File: config.mk
export PLATFORM = sky130hd
export DESIGN_NAME = gain_mixer_saturating_core
export DESIGN_NICKNAME = d
export VERILOG_FILES = /design/src/sv/gms_pkg.sv /design/src/sv/gain_mixer_saturating_core.sv /design/src/sv/gms_cfg_regs.sv /design/src/sv/gms_ctrl.sv /design/src/sv/gms_datapath.sv
export SDC_FILE = /design/constraint.sdc
export NUM_CORES = 1
export LEC_CHECK = 0
export BUFFER_PORTS_ARGS = -buffer_cell sky130_fd_sc_hd__buf_2
export CAP_MARGIN = 20
export CELL_PAD_IN_SITES_DETAIL_PLACEMENT = 0
export CELL_PAD_IN_SITES_GLOBAL_PLACEMENT = 2
export CORE_MARGIN = 2
export CORE_UTILIZATION = 45
export DETAILED_ROUTE_END_ITERATION = 16
export PLACE_DENSITY = 0.93
export SYNTH_ARGS = -nofsm -noshare
export SYNTH_HDL_FRONTEND = slang
export SYNTH_SLANG_ARGS = --single-unit
File: constraint.sdc
create_clock -name clk -period 13 [get_ports clk]
set_input_delay 1.3 -clock clk [delete_from_list [all_inputs] [get_ports clk]]
set_output_delay 1.3 -clock clk [all_outputs]
set_load 0.01 [all_outputs]
File: src/sv/gms_pkg.sv
// ----------------------------------------------------------------------------
// gms_pkg
// Types, constants and helpers of the saturating gain mixer.
// ----------------------------------------------------------------------------
package gms_pkg;

	localparam int SAMPLE_BITS  = 16;
	localparam int GAIN_BITS    = 16;
	localparam int CH_BITS      = 3;
	localparam int NUM_CHANNELS = 5;
	localparam int GAIN_REGS    = 5;
	localparam int ACC_BITS     = 24;
	localparam int CFG_IDX_BITS = 3;
	localparam int CFG_DATA_BITS = 16;
	localparam int FRAC_BITS    = 15;
	localparam int MUL_BITS     = 18;
	localparam int PROD_BITS    = 2 * MUL_BITS;

	localparam logic [GAIN_BITS-1:0] UNITY = GAIN_BITS'(32768);

	typedef enum logic [CFG_IDX_BITS-1:0] {
		REG_MASTER_GAIN    = 3'd0,
		REG_MASTER_MUTE    = 3'd1,
		REG_CHAN_MUTE_MASK = 3'd2,
		REG_MUSIC_GAIN     = 3'd3,
		REG_EFFECTS_GAIN   = 3'd4,
		REG_VOICE_GAIN     = 3'd5,
		REG_AMBIENT_GAIN   = 3'd6,
		REG_INTERFACE_GAIN = 3'd7
	} cfg_idx_t;

	typedef struct packed {
		logic [GAIN_BITS-1:0]                master_gain;
		logic                                master_mute;
		logic [GAIN_REGS-1:0]                mute_mask;
		logic [GAIN_REGS-1:0][GAIN_BITS-1:0] chan_gain;
	} cfg_t;

	typedef enum logic [1:0] {
		MUL_SRC    = 2'd0,
		MUL_MASTER = 2'd1,
		MUL_SAMPLE = 2'd2
	} mul_sel_t;

	typedef struct packed {
		logic     start;
		logic     mul_en;
		mul_sel_t mul_sel;
		logic     acc_en;
		logic     emit;
	} cmd_t;

	typedef struct packed {
		logic last;
	} status_t;

	function automatic logic [GAIN_BITS-1:0] sat_unity(input logic [GAIN_BITS-1:0] g);
		return (g > UNITY) ? UNITY : g;
	endfunction

endpackage

File: src/sv/gain_mixer_saturating_core.sv
// A source word is taken in S_IDLE and passes S_MUL2, S_MUL3 and S_ACC before the next
// is taken; the shared multiplier makes three successive passes (source x channel
// gain, x master gain, x sample); S_ACC then accumulates, or emits the mix of the last
// word once the output register is free, where it waits while the next word is taken.
// Reset (arst_n low): sequencer idle, output empty, accumulator zero, gains unity, unmuted.
// ----------------------------------------------------------------------------
// gain_mixer_saturating_core
// Multichannel mixer: per-source, channel and master gain, saturating sum,
// clipped output with clip flag and master mute.
// ----------------------------------------------------------------------------
module gain_mixer_saturating_core (
	input  logic                                   clk,
	input  logic                                   arst_n,
	input  logic                                   cfg_write,
	input  logic [gms_pkg::CFG_IDX_BITS-1:0]       cfg_index,
	input  logic [gms_pkg::CFG_DATA_BITS-1:0]      cfg_data,
	input  logic                                   in_valid,
	output logic                                   in_ready,
	input  logic signed [gms_pkg::SAMPLE_BITS-1:0] sample,
	input  logic [gms_pkg::GAIN_BITS-1:0]          source_gain,
	input  logic [gms_pkg::CH_BITS-1:0]            channel,
	input  logic                                   present,
	input  logic                                   last_source,
	output logic                                   out_valid,
	input  logic                                   out_ready,
	output logic signed [gms_pkg::SAMPLE_BITS-1:0] mixed_sample,
	output logic                                   clipped
);
	import gms_pkg::*;

	cfg_t    cfg;
	cmd_t    cmd;
	status_t status;

	gms_cfg_regs u_cfg (
		.clk       (clk),
		.arst_n    (arst_n),
		.cfg_write (cfg_write),
		.cfg_index (cfg_index),
		.cfg_data  (cfg_data),
		.cfg       (cfg)
	);

	gms_ctrl u_ctrl (
		.clk       (clk),
		.arst_n    (arst_n),
		.in_valid  (in_valid),
		.in_ready  (in_ready),
		.out_valid (out_valid),
		.out_ready (out_ready),
		.status    (status),
		.cmd       (cmd)
	);

	gms_datapath u_dp (
		.clk          (clk),
		.arst_n       (arst_n),
		.cmd          (cmd),
		.status       (status),
		.cfg          (cfg),
		.sample       (sample),
		.source_gain  (source_gain),
		.channel      (channel),
		.present      (present),
		.last_source  (last_source),
		.mixed_sample (mixed_sample),
		.clipped      (clipped)
	);

endmodule

File: src/sv/gms_cfg_regs.sv
// ----------------------------------------------------------------------------
// gms_cfg_regs
// Master and channel gain / mute registers behind the write port.
// ----------------------------------------------------------------------------
module gms_cfg_regs (
	input  logic                                clk,
	input  logic                                arst_n,
	input  logic                                cfg_write,
	input  logic [gms_pkg::CFG_IDX_BITS-1:0]    cfg_index,
	input  logic [gms_pkg::CFG_DATA_BITS-1:0]   cfg_data,
	output gms_pkg::cfg_t                       cfg
);
	import gms_pkg::*;

	cfg_t cfg_q;

	always_ff @(posedge clk or negedge arst_n) begin
		if (!arst_n) begin
			cfg_q.master_gain <= UNITY;
			cfg_q.master_mute <= 1'b0;
			cfg_q.mute_mask   <= '0;
			for (int i = 0; i < GAIN_REGS; i++)
				cfg_q.chan_gain[i] <= UNITY;
		end else if (cfg_write) begin
			case (cfg_idx_t'(cfg_index))
				REG_MASTER_GAIN:    cfg_q.master_gain  <= cfg_data[GAIN_BITS-1:0];
				REG_MASTER_MUTE:    cfg_q.master_mute  <= cfg_data[0];
				REG_CHAN_MUTE_MASK: cfg_q.mute_mask    <= cfg_data[GAIN_REGS-1:0];
				REG_MUSIC_GAIN:     cfg_q.chan_gain[0] <= cfg_data[GAIN_BITS-1:0];
				REG_EFFECTS_GAIN:   cfg_q.chan_gain[1] <= cfg_data[GAIN_BITS-1:0];
				REG_VOICE_GAIN:     cfg_q.chan_gain[2] <= cfg_data[GAIN_BITS-1:0];
				REG_AMBIENT_GAIN:   cfg_q.chan_gain[3] <= cfg_data[GAIN_BITS-1:0];
				REG_INTERFACE_GAIN: cfg_q.chan_gain[4] <= cfg_data[GAIN_BITS-1:0];
				default: ;
			endcase
		end
	end

	assign cfg = cfg_q;

endmodule

File: src/sv/gms_ctrl.sv
// ----------------------------------------------------------------------------
// gms_ctrl
// Sequencer: three passes through the shared multiplier, then accumulate
// or emit. Owns the output valid flag.
// ----------------------------------------------------------------------------
module gms_ctrl (
	input  logic             clk,
	input  logic             arst_n,
	input  logic             in_valid,
	output logic             in_ready,
	output logic             out_valid,
	input  logic             out_ready,
	input  gms_pkg::status_t status,
	output gms_pkg::cmd_t    cmd
);
	import gms_pkg::*;

	typedef enum logic [3:0] {
		S_IDLE = 4'b0001,
		S_MUL2 = 4'b0010,
		S_MUL3 = 4'b0100,
		S_ACC  = 4'b1000
	} state_t;

	state_t state_q, state_d;
	logic   out_valid_q;

	always_comb begin
		state_d     = state_q;
		cmd         = '0;
		cmd.mul_sel = MUL_SRC;
		case (state_q)
			S_IDLE: begin
				if (in_valid) begin
					cmd.start  = 1'b1;
					cmd.mul_en = 1'b1;
					state_d    = S_MUL2;
				end
			end
			S_MUL2: begin
				cmd.mul_en  = 1'b1;
				cmd.mul_sel = MUL_MASTER;
				state_d     = S_MUL3;
			end
			S_MUL3: begin
				cmd.mul_en  = 1'b1;
				cmd.mul_sel = MUL_SAMPLE;
				state_d     = S_ACC;
			end
			S_ACC: begin
				if (!status.last) begin
					cmd.acc_en = 1'b1;
					state_d    = S_IDLE;
				end else if (!out_valid_q || out_ready) begin
					// output register free this cycle: emit and clear the mix
					cmd.emit = 1'b1;
					state_d  = S_IDLE;
				end
			end
			default: state_d = S_IDLE;
		endcase
	end

	always_ff @(posedge clk or negedge arst_n) begin
		if (!arst_n) begin
			state_q     <= S_IDLE;
			out_valid_q <= 1'b0;
		end else begin
			state_q <= state_d;
			if (cmd.emit)
				out_valid_q <= 1'b1;
			else if (out_ready)
				out_valid_q <= 1'b0;
		end
	end

	assign in_ready  = (state_q == S_IDLE);
	assign out_valid = out_valid_q;

endmodule

File: src/sv/gms_datapath.sv
// ----------------------------------------------------------------------------
// gms_datapath
// Input word register, one shared 18x18 signed multiplier with product
// register, saturating accumulator and clipped output register.
// ----------------------------------------------------------------------------
module gms_datapath (
	input  logic                                clk,
	input  logic                                arst_n,
	input  gms_pkg::cmd_t                       cmd,
	output gms_pkg::status_t                    status,
	input  gms_pkg::cfg_t                       cfg,
	input  logic signed [gms_pkg::SAMPLE_BITS-1:0] sample,
	input  logic [gms_pkg::GAIN_BITS-1:0]       source_gain,
	input  logic [gms_pkg::CH_BITS-1:0]         channel,
	input  logic                                present,
	input  logic                                last_source,
	output logic signed [gms_pkg::SAMPLE_BITS-1:0] mixed_sample,
	output logic                                clipped
);
	import gms_pkg::*;

	localparam logic signed [ACC_BITS:0] ACC_MAX = (ACC_BITS+1)'((1 << (ACC_BITS-1)) - 1);
	localparam logic signed [ACC_BITS:0] ACC_MIN = -(ACC_BITS+1)'(1 << (ACC_BITS-1));
	localparam logic signed [ACC_BITS-1:0] OUT_MAX =
		ACC_BITS'((1 << (SAMPLE_BITS-1)) - 1);
	localparam logic signed [ACC_BITS-1:0] OUT_MIN = -ACC_BITS'(1 << (SAMPLE_BITS-1));

	logic signed [SAMPLE_BITS-1:0]  sample_q;
	logic                           zero_q;
	logic                           last_q;
	logic signed [PROD_BITS-1:0]    prod_q;
	logic signed [ACC_BITS-1:0]     acc_q;
	logic signed [SAMPLE_BITS-1:0]  mixed_q;
	logic                           clipped_q;

	logic                           has_gain;
	logic [GAIN_BITS-1:0]           cg;
	logic [GAIN_BITS-1:0]           g_part;
	logic [GAIN_BITS-1:0]           g_eff;
	logic signed [MUL_BITS-1:0]     mul_a, mul_b;
	logic signed [PROD_BITS-1:0]    prod;
	logic signed [SAMPLE_BITS:0]    contrib;
	logic signed [ACC_BITS:0]       sum;
	logic signed [ACC_BITS-1:0]     sum_sat;

	// channel lookup straight from the input word at accept
	assign has_gain = (int'(channel) < NUM_CHANNELS) && (int'(channel) < GAIN_REGS);
	assign cg       = has_gain ? sat_unity(cfg.chan_gain[channel]) : UNITY;

	// gains never exceed 2^31 in the product, so bits [30:15] hold the Q1.15 result
	assign g_part = prod_q[FRAC_BITS+GAIN_BITS-1:FRAC_BITS];
	assign g_eff  = (g_part > UNITY) ? UNITY : g_part;

	always_comb begin
		case (cmd.mul_sel)
			MUL_SRC: begin
				mul_a = MUL_BITS'($unsigned(source_gain));
				mul_b = MUL_BITS'($unsigned(cg));
			end
			MUL_MASTER: begin
				mul_a = MUL_BITS'($unsigned(g_part));
				mul_b = MUL_BITS'($unsigned(sat_unity(cfg.master_gain)));
			end
			MUL_SAMPLE: begin
				mul_a = MUL_BITS'(sample_q);
				mul_b = zero_q ? '0 : MUL_BITS'($unsigned(g_eff));
			end
			default: begin
				mul_a = '0;
				mul_b = '0;
			end
		endcase
	end

	assign prod = mul_a * mul_b;

	// arithmetic shift by 15 rounds toward minus infinity
	assign contrib = prod_q[FRAC_BITS+SAMPLE_BITS:FRAC_BITS];
	assign sum     = (ACC_BITS+1)'(acc_q) + (ACC_BITS+1)'(contrib);

	always_comb begin
		if (sum > ACC_MAX)
			sum_sat = ACC_MAX[ACC_BITS-1:0];
		else if (sum < ACC_MIN)
			sum_sat = ACC_MIN[ACC_BITS-1:0];
		else
			sum_sat = sum[ACC_BITS-1:0];
	end

	always_ff @(posedge clk) begin
		if (cmd.start) begin
			sample_q <= sample;
			zero_q   <= !present || (has_gain && cfg.mute_mask[channel]);
			last_q   <= last_source;
		end
		if (cmd.mul_en)
			prod_q <= prod;
		if (cmd.emit) begin
			if (cfg.master_mute) begin
				mixed_q   <= '0;
				clipped_q <= 1'b0;
			end else if (sum_sat > OUT_MAX) begin
				mixed_q   <= OUT_MAX[SAMPLE_BITS-1:0];
				clipped_q <= 1'b1;
			end else if (sum_sat < OUT_MIN) begin
				mixed_q   <= OUT_MIN[SAMPLE_BITS-1:0];
				clipped_q <= 1'b1;
			end else begin
				mixed_q   <= sum_sat[SAMPLE_BITS-1:0];
				clipped_q <= 1'b0;
			end
		end
	end

	always_ff @(posedge clk or negedge arst_n) begin
		if (!arst_n)
			acc_q <= '0;
		else if (cmd.emit)
			acc_q <= '0;
		else if (cmd.acc_en)
			acc_q <= sum_sat;
	end

	assign status.last  = last_q;
	assign mixed_sample = mixed_q;
	assign clipped      = clipped_q;

endmodule

==> out/qor.yml <==
outcome:
  outcome: "complete, no violations"
worst_setup_path:
  crit_top_cell: "fa_1"
  path_class: "input port to flip-flop"
  ff2ff_setup_slack_ns: 3.93
  crit_arrival_ns: 10.96
  worstReg2RegStart: "u_cfg.cfg[34]"
  r2r_cells: 29
  critPathMaxStageDelay_ns: 0.76
  required_ns: 13.21
  slowest_stage: "buf_2"
  end_kind: "flip-flop"
  cp-start-kind: "input port"
  reg2reg_to: "u_dp.prod_q[31]"
  cp_max_fo: 34
routing:
  wirelength_um: 51990
  drcViolationCount: 0
  wl_per_cell_um: 20.55
  drt_iter0_markers: 1008
  num_vias: 14015
  dr.pass1.iters: 7
  viasPerCell: 5.540
  final_antenna_net_count: 0
timing:
  final_max_slew_viol_count: 0
  setup_violations: 0
  rsz0062_at_grt: "no"
  maxSlewHeadroom: 0.3066
  tightest_slew_ns: 1.033
  setup_tns_ns: 0
  holdWs_ns: 0.4896
  max_freq_ghz: 0.09304
  min_period_over_period: 0.8268
  fin_skew_ns: 0.01070
  period_minus_slack_ns: 10.75
  hold_viol: 0
  worst_slack_ns: 2.252
clock_tree:
  cts_setup_buffers: 0
  cts_tree: "yes"
  clock-sinks: 183
  clock_latency_ns: 0.45
  cts_root_buf: "clkbuf_16"
  h-tree-depth: 4
  clkTransAtPathRegs_ns: 0.07
  cts-resized-gates: 0
  ctsLongestPathBuffers: 2
  postCtsHoldBufs: 0
  cts_buffers: 17
final_layout:
  final_util: 0.4931
  antenna_cells: 0
  drive_above_1_share: 0.1482
  finalInstanceArea_sq_um: 20730
  nNetsFinal: 2409
  area_growth_pct: 8.012
  num-fill-cells: 3921
power_and_ir_drop:
  p_leak_uw: 0.009818
  peakVddDrop_v: 0.0001918
  p_per_area_nw_per_um2: 265.7
floorplanning:
  initial_utilization: 0.4565
  core_sq_um: 42040
  die_w_um: 210.5
  die_y_um: 210.5
  ios: 80
  die_area_sq_um: 44320
  rows: 75
grt:
  grt_util_met1: 0.3337
  grt_pass1_wl_um: 82980
  grtUsageTotal: 0.2457
  grt_max_degree: 73
  use_met2: 0.4116
  antenna_found_initial: 0
  busiest_layer: "met2"
  grt_pass1_vias: 14697
  gr-total-overflow: 0
  grt_use_met3: 0.03874
min_path:
  whs_path_depth: 2
  min_to: "u_dp.acc_q[21]"
  worstHoldStart: "u_dp.acc_q[21]"
  min_path_type: "flip-flop to flip-flop"
synthesis:
  ys_ff_latch: 183
  synthDistinctLibCells: 77
  netlist_instances: 1934
  synth_edf_count: 52
  ys_async_sr_fraction: 0.7158
  ys.flop_type: "dfrtp_1"
  avgSynthCellArea_sq_um: 9.924
  yosys_warnings: 0
  yosys.area.top_type_share: 0.2775
  synthesis.area_sq_um: 19190
  yosys-top-cells-area: "fa_1 (28%), dfrtp_1 (16%), edfxtp_1 (8.1%)"
  synth_top_area_cell: "fa_1"
  synth_seq_area_share: 0.2526
  synthesis.nets: 2365
placement:
  dpl.hpwl_um: 41480
  gp_congestion: 0.9053
  dp_slack_ns: 1.969
  dpl_cell_area_sq_um: 20100
  io_buffers: 79
flow_run:
  maxCapViolations: 0
[power by group]
group	total [uW]	switching, uW	internal (uW)
Sequential	1040	163	876
Clock	518	255	262
Combinational	3950	2340	1610
Total	5510	2760	2750
[through the flow]
stage / instances / power [uW]
finish: 2530 / 5508
global route: 2530 / 6106
CTS: 2528 / 5549
detailed placement: 2496 / 5003
global placement: 2496 / 4944
floorplan: 1934 / 4005
[worst max-delay path: cells and delay by family]
family	cells	cell delay, ns
fa+ha+maj	7	3.46
compound gates	10	3.47
buf+inv	7	1.27
simple gates	5	1.32
xor+xnor	1	0.08
[final cells by class]
type | instances | area (sq um) | area share
inverters | 342 | 1284 | 0.06193
flip-flops and latches | 183 | 4848 | 0.2339
clock buffers | 18 | 439.2 | 0.02119
multi-input cells | 1332 | 12740 | 0.6144
well taps | 539 | 674.4 | 0.03253
repair buffers | 102 | 585.6 | 0.02825
clock inverters | 14 | 162.7 | 0.007846
[kinds of logic after synthesis]
| family | after synthesis | share of synthesized area |
|---|---|---|
| flops | 183 | 0.2526 |
| xor+xnor | 47 | 0.02145 |
| simple gates | 492 | 0.1131 |
| buf+inv | 419 | 0.08560 |
| fa+ha+maj | 370 | 0.3453 |
| compound gates | 287 | 0.1024 |
| mux | 136 | 0.07954 |
[state kept, by name (all words and copies together) (netlist names)]
register / count
u_cfg.cfg: 102
u_ctrl.out_valid: 1
u_ctrl.state_q: 4
u_dp.acc_q: 24
u_dp.clipped: 1
u_dp.mixed_sample: 16
u_dp.prod_q: 17
u_dp.sample_q: 16
u_dp.status: 1
u_dp.zero_q: 1
[cell usage in the layout, fill, tap and decap left out, types with 7 or more instances in the layout]
cell	Yosys	layout
xor2_1	13	13
edfxtp_1	52	52
nor4_1	10	10
buf_4	3	22
fa_1	266	266
mux2_2	102	102
nand3_1	8	8
a21oi_1	59	59
nand2b_1	13	13
a22oi_1	27	27
a21o_1	12	12
dfrtp_1	124	124
o21ai_0	70	70
o21ai_2	13	15
ha_1	104	104
inv_1	342	342
o21ai_1	14	12
xnor2_1	34	34
nor3_1	18	17
o21a_1	14	14
o2bb2ai_1	14	14
dfstp_2	7	7
clkbuf_16	0	17
nand4_1	9	9
nor2_1	175	174
mux2i_1	31	31
nand2_1	192	192
buf_2	15	78
and2_1	31	31
nor2b_1	11	11
[cell usage after synthesis (4+ instances only)]
cell,number
a211oi_1,6
o31ai_1,5
clkbuf_1,52
a31oi_1,5
nand4_1,9
o21bai_1,5
a22oi_1,27
o21ai_2,13
mux2i_1,31
nand2_1,192
o21a_1,14
dfstp_2,7
nand2b_1,13
edfxtp_1,52
a221oi_2,5
a21oi_1,59
ha_1,104
dfrtp_1,124
buf_2,15
nor3_1,18
and3_1,4
xor2_1,13
inv_1,342
nand3_1,8
fa_1,266
o2bb2ai_1,14
nor2_1,175
nor4_1,10
o21ai_0,70
o21ai_1,14
a21o_1,12
mux2_2,102
xnor2_1,34
nor2b_1,11
o211ai_1,6
and2_1,31
[how the worst max path moves through the flow]
stage | startpoint | endpoint | slack [ns] | cells after the start
after floorplan | channel[1] | u_dp.prod_q[31] | 4.04 | 30
after global routing | channel[1] | u_dp.prod_q[31] | 1.76 | 30
after detailed placement | channel[1] | u_dp.prod_q[31] | 1.97 | 30
final | channel[1] | u_dp.prod_q[31] | 2.25 | 30
after global placement | channel[1] | u_dp.prod_q[31] | 2.17 | 30
after CTS | channel[1] | u_dp.prod_q[31] | 2.43 | 30
[layer usage]
layer | up-vias | wire length (um) | share of wire
met4 | 0 | 1394 | 0.027
met2 | 383 | 25320 | 0.49
met3 | 69 | 2678 | 0.052
met1 | 7221 | 22600 | 0.43
li1 | 6342 | - | -
met5 | - | 0 | 0
Power figures use the tool's default switching activity.
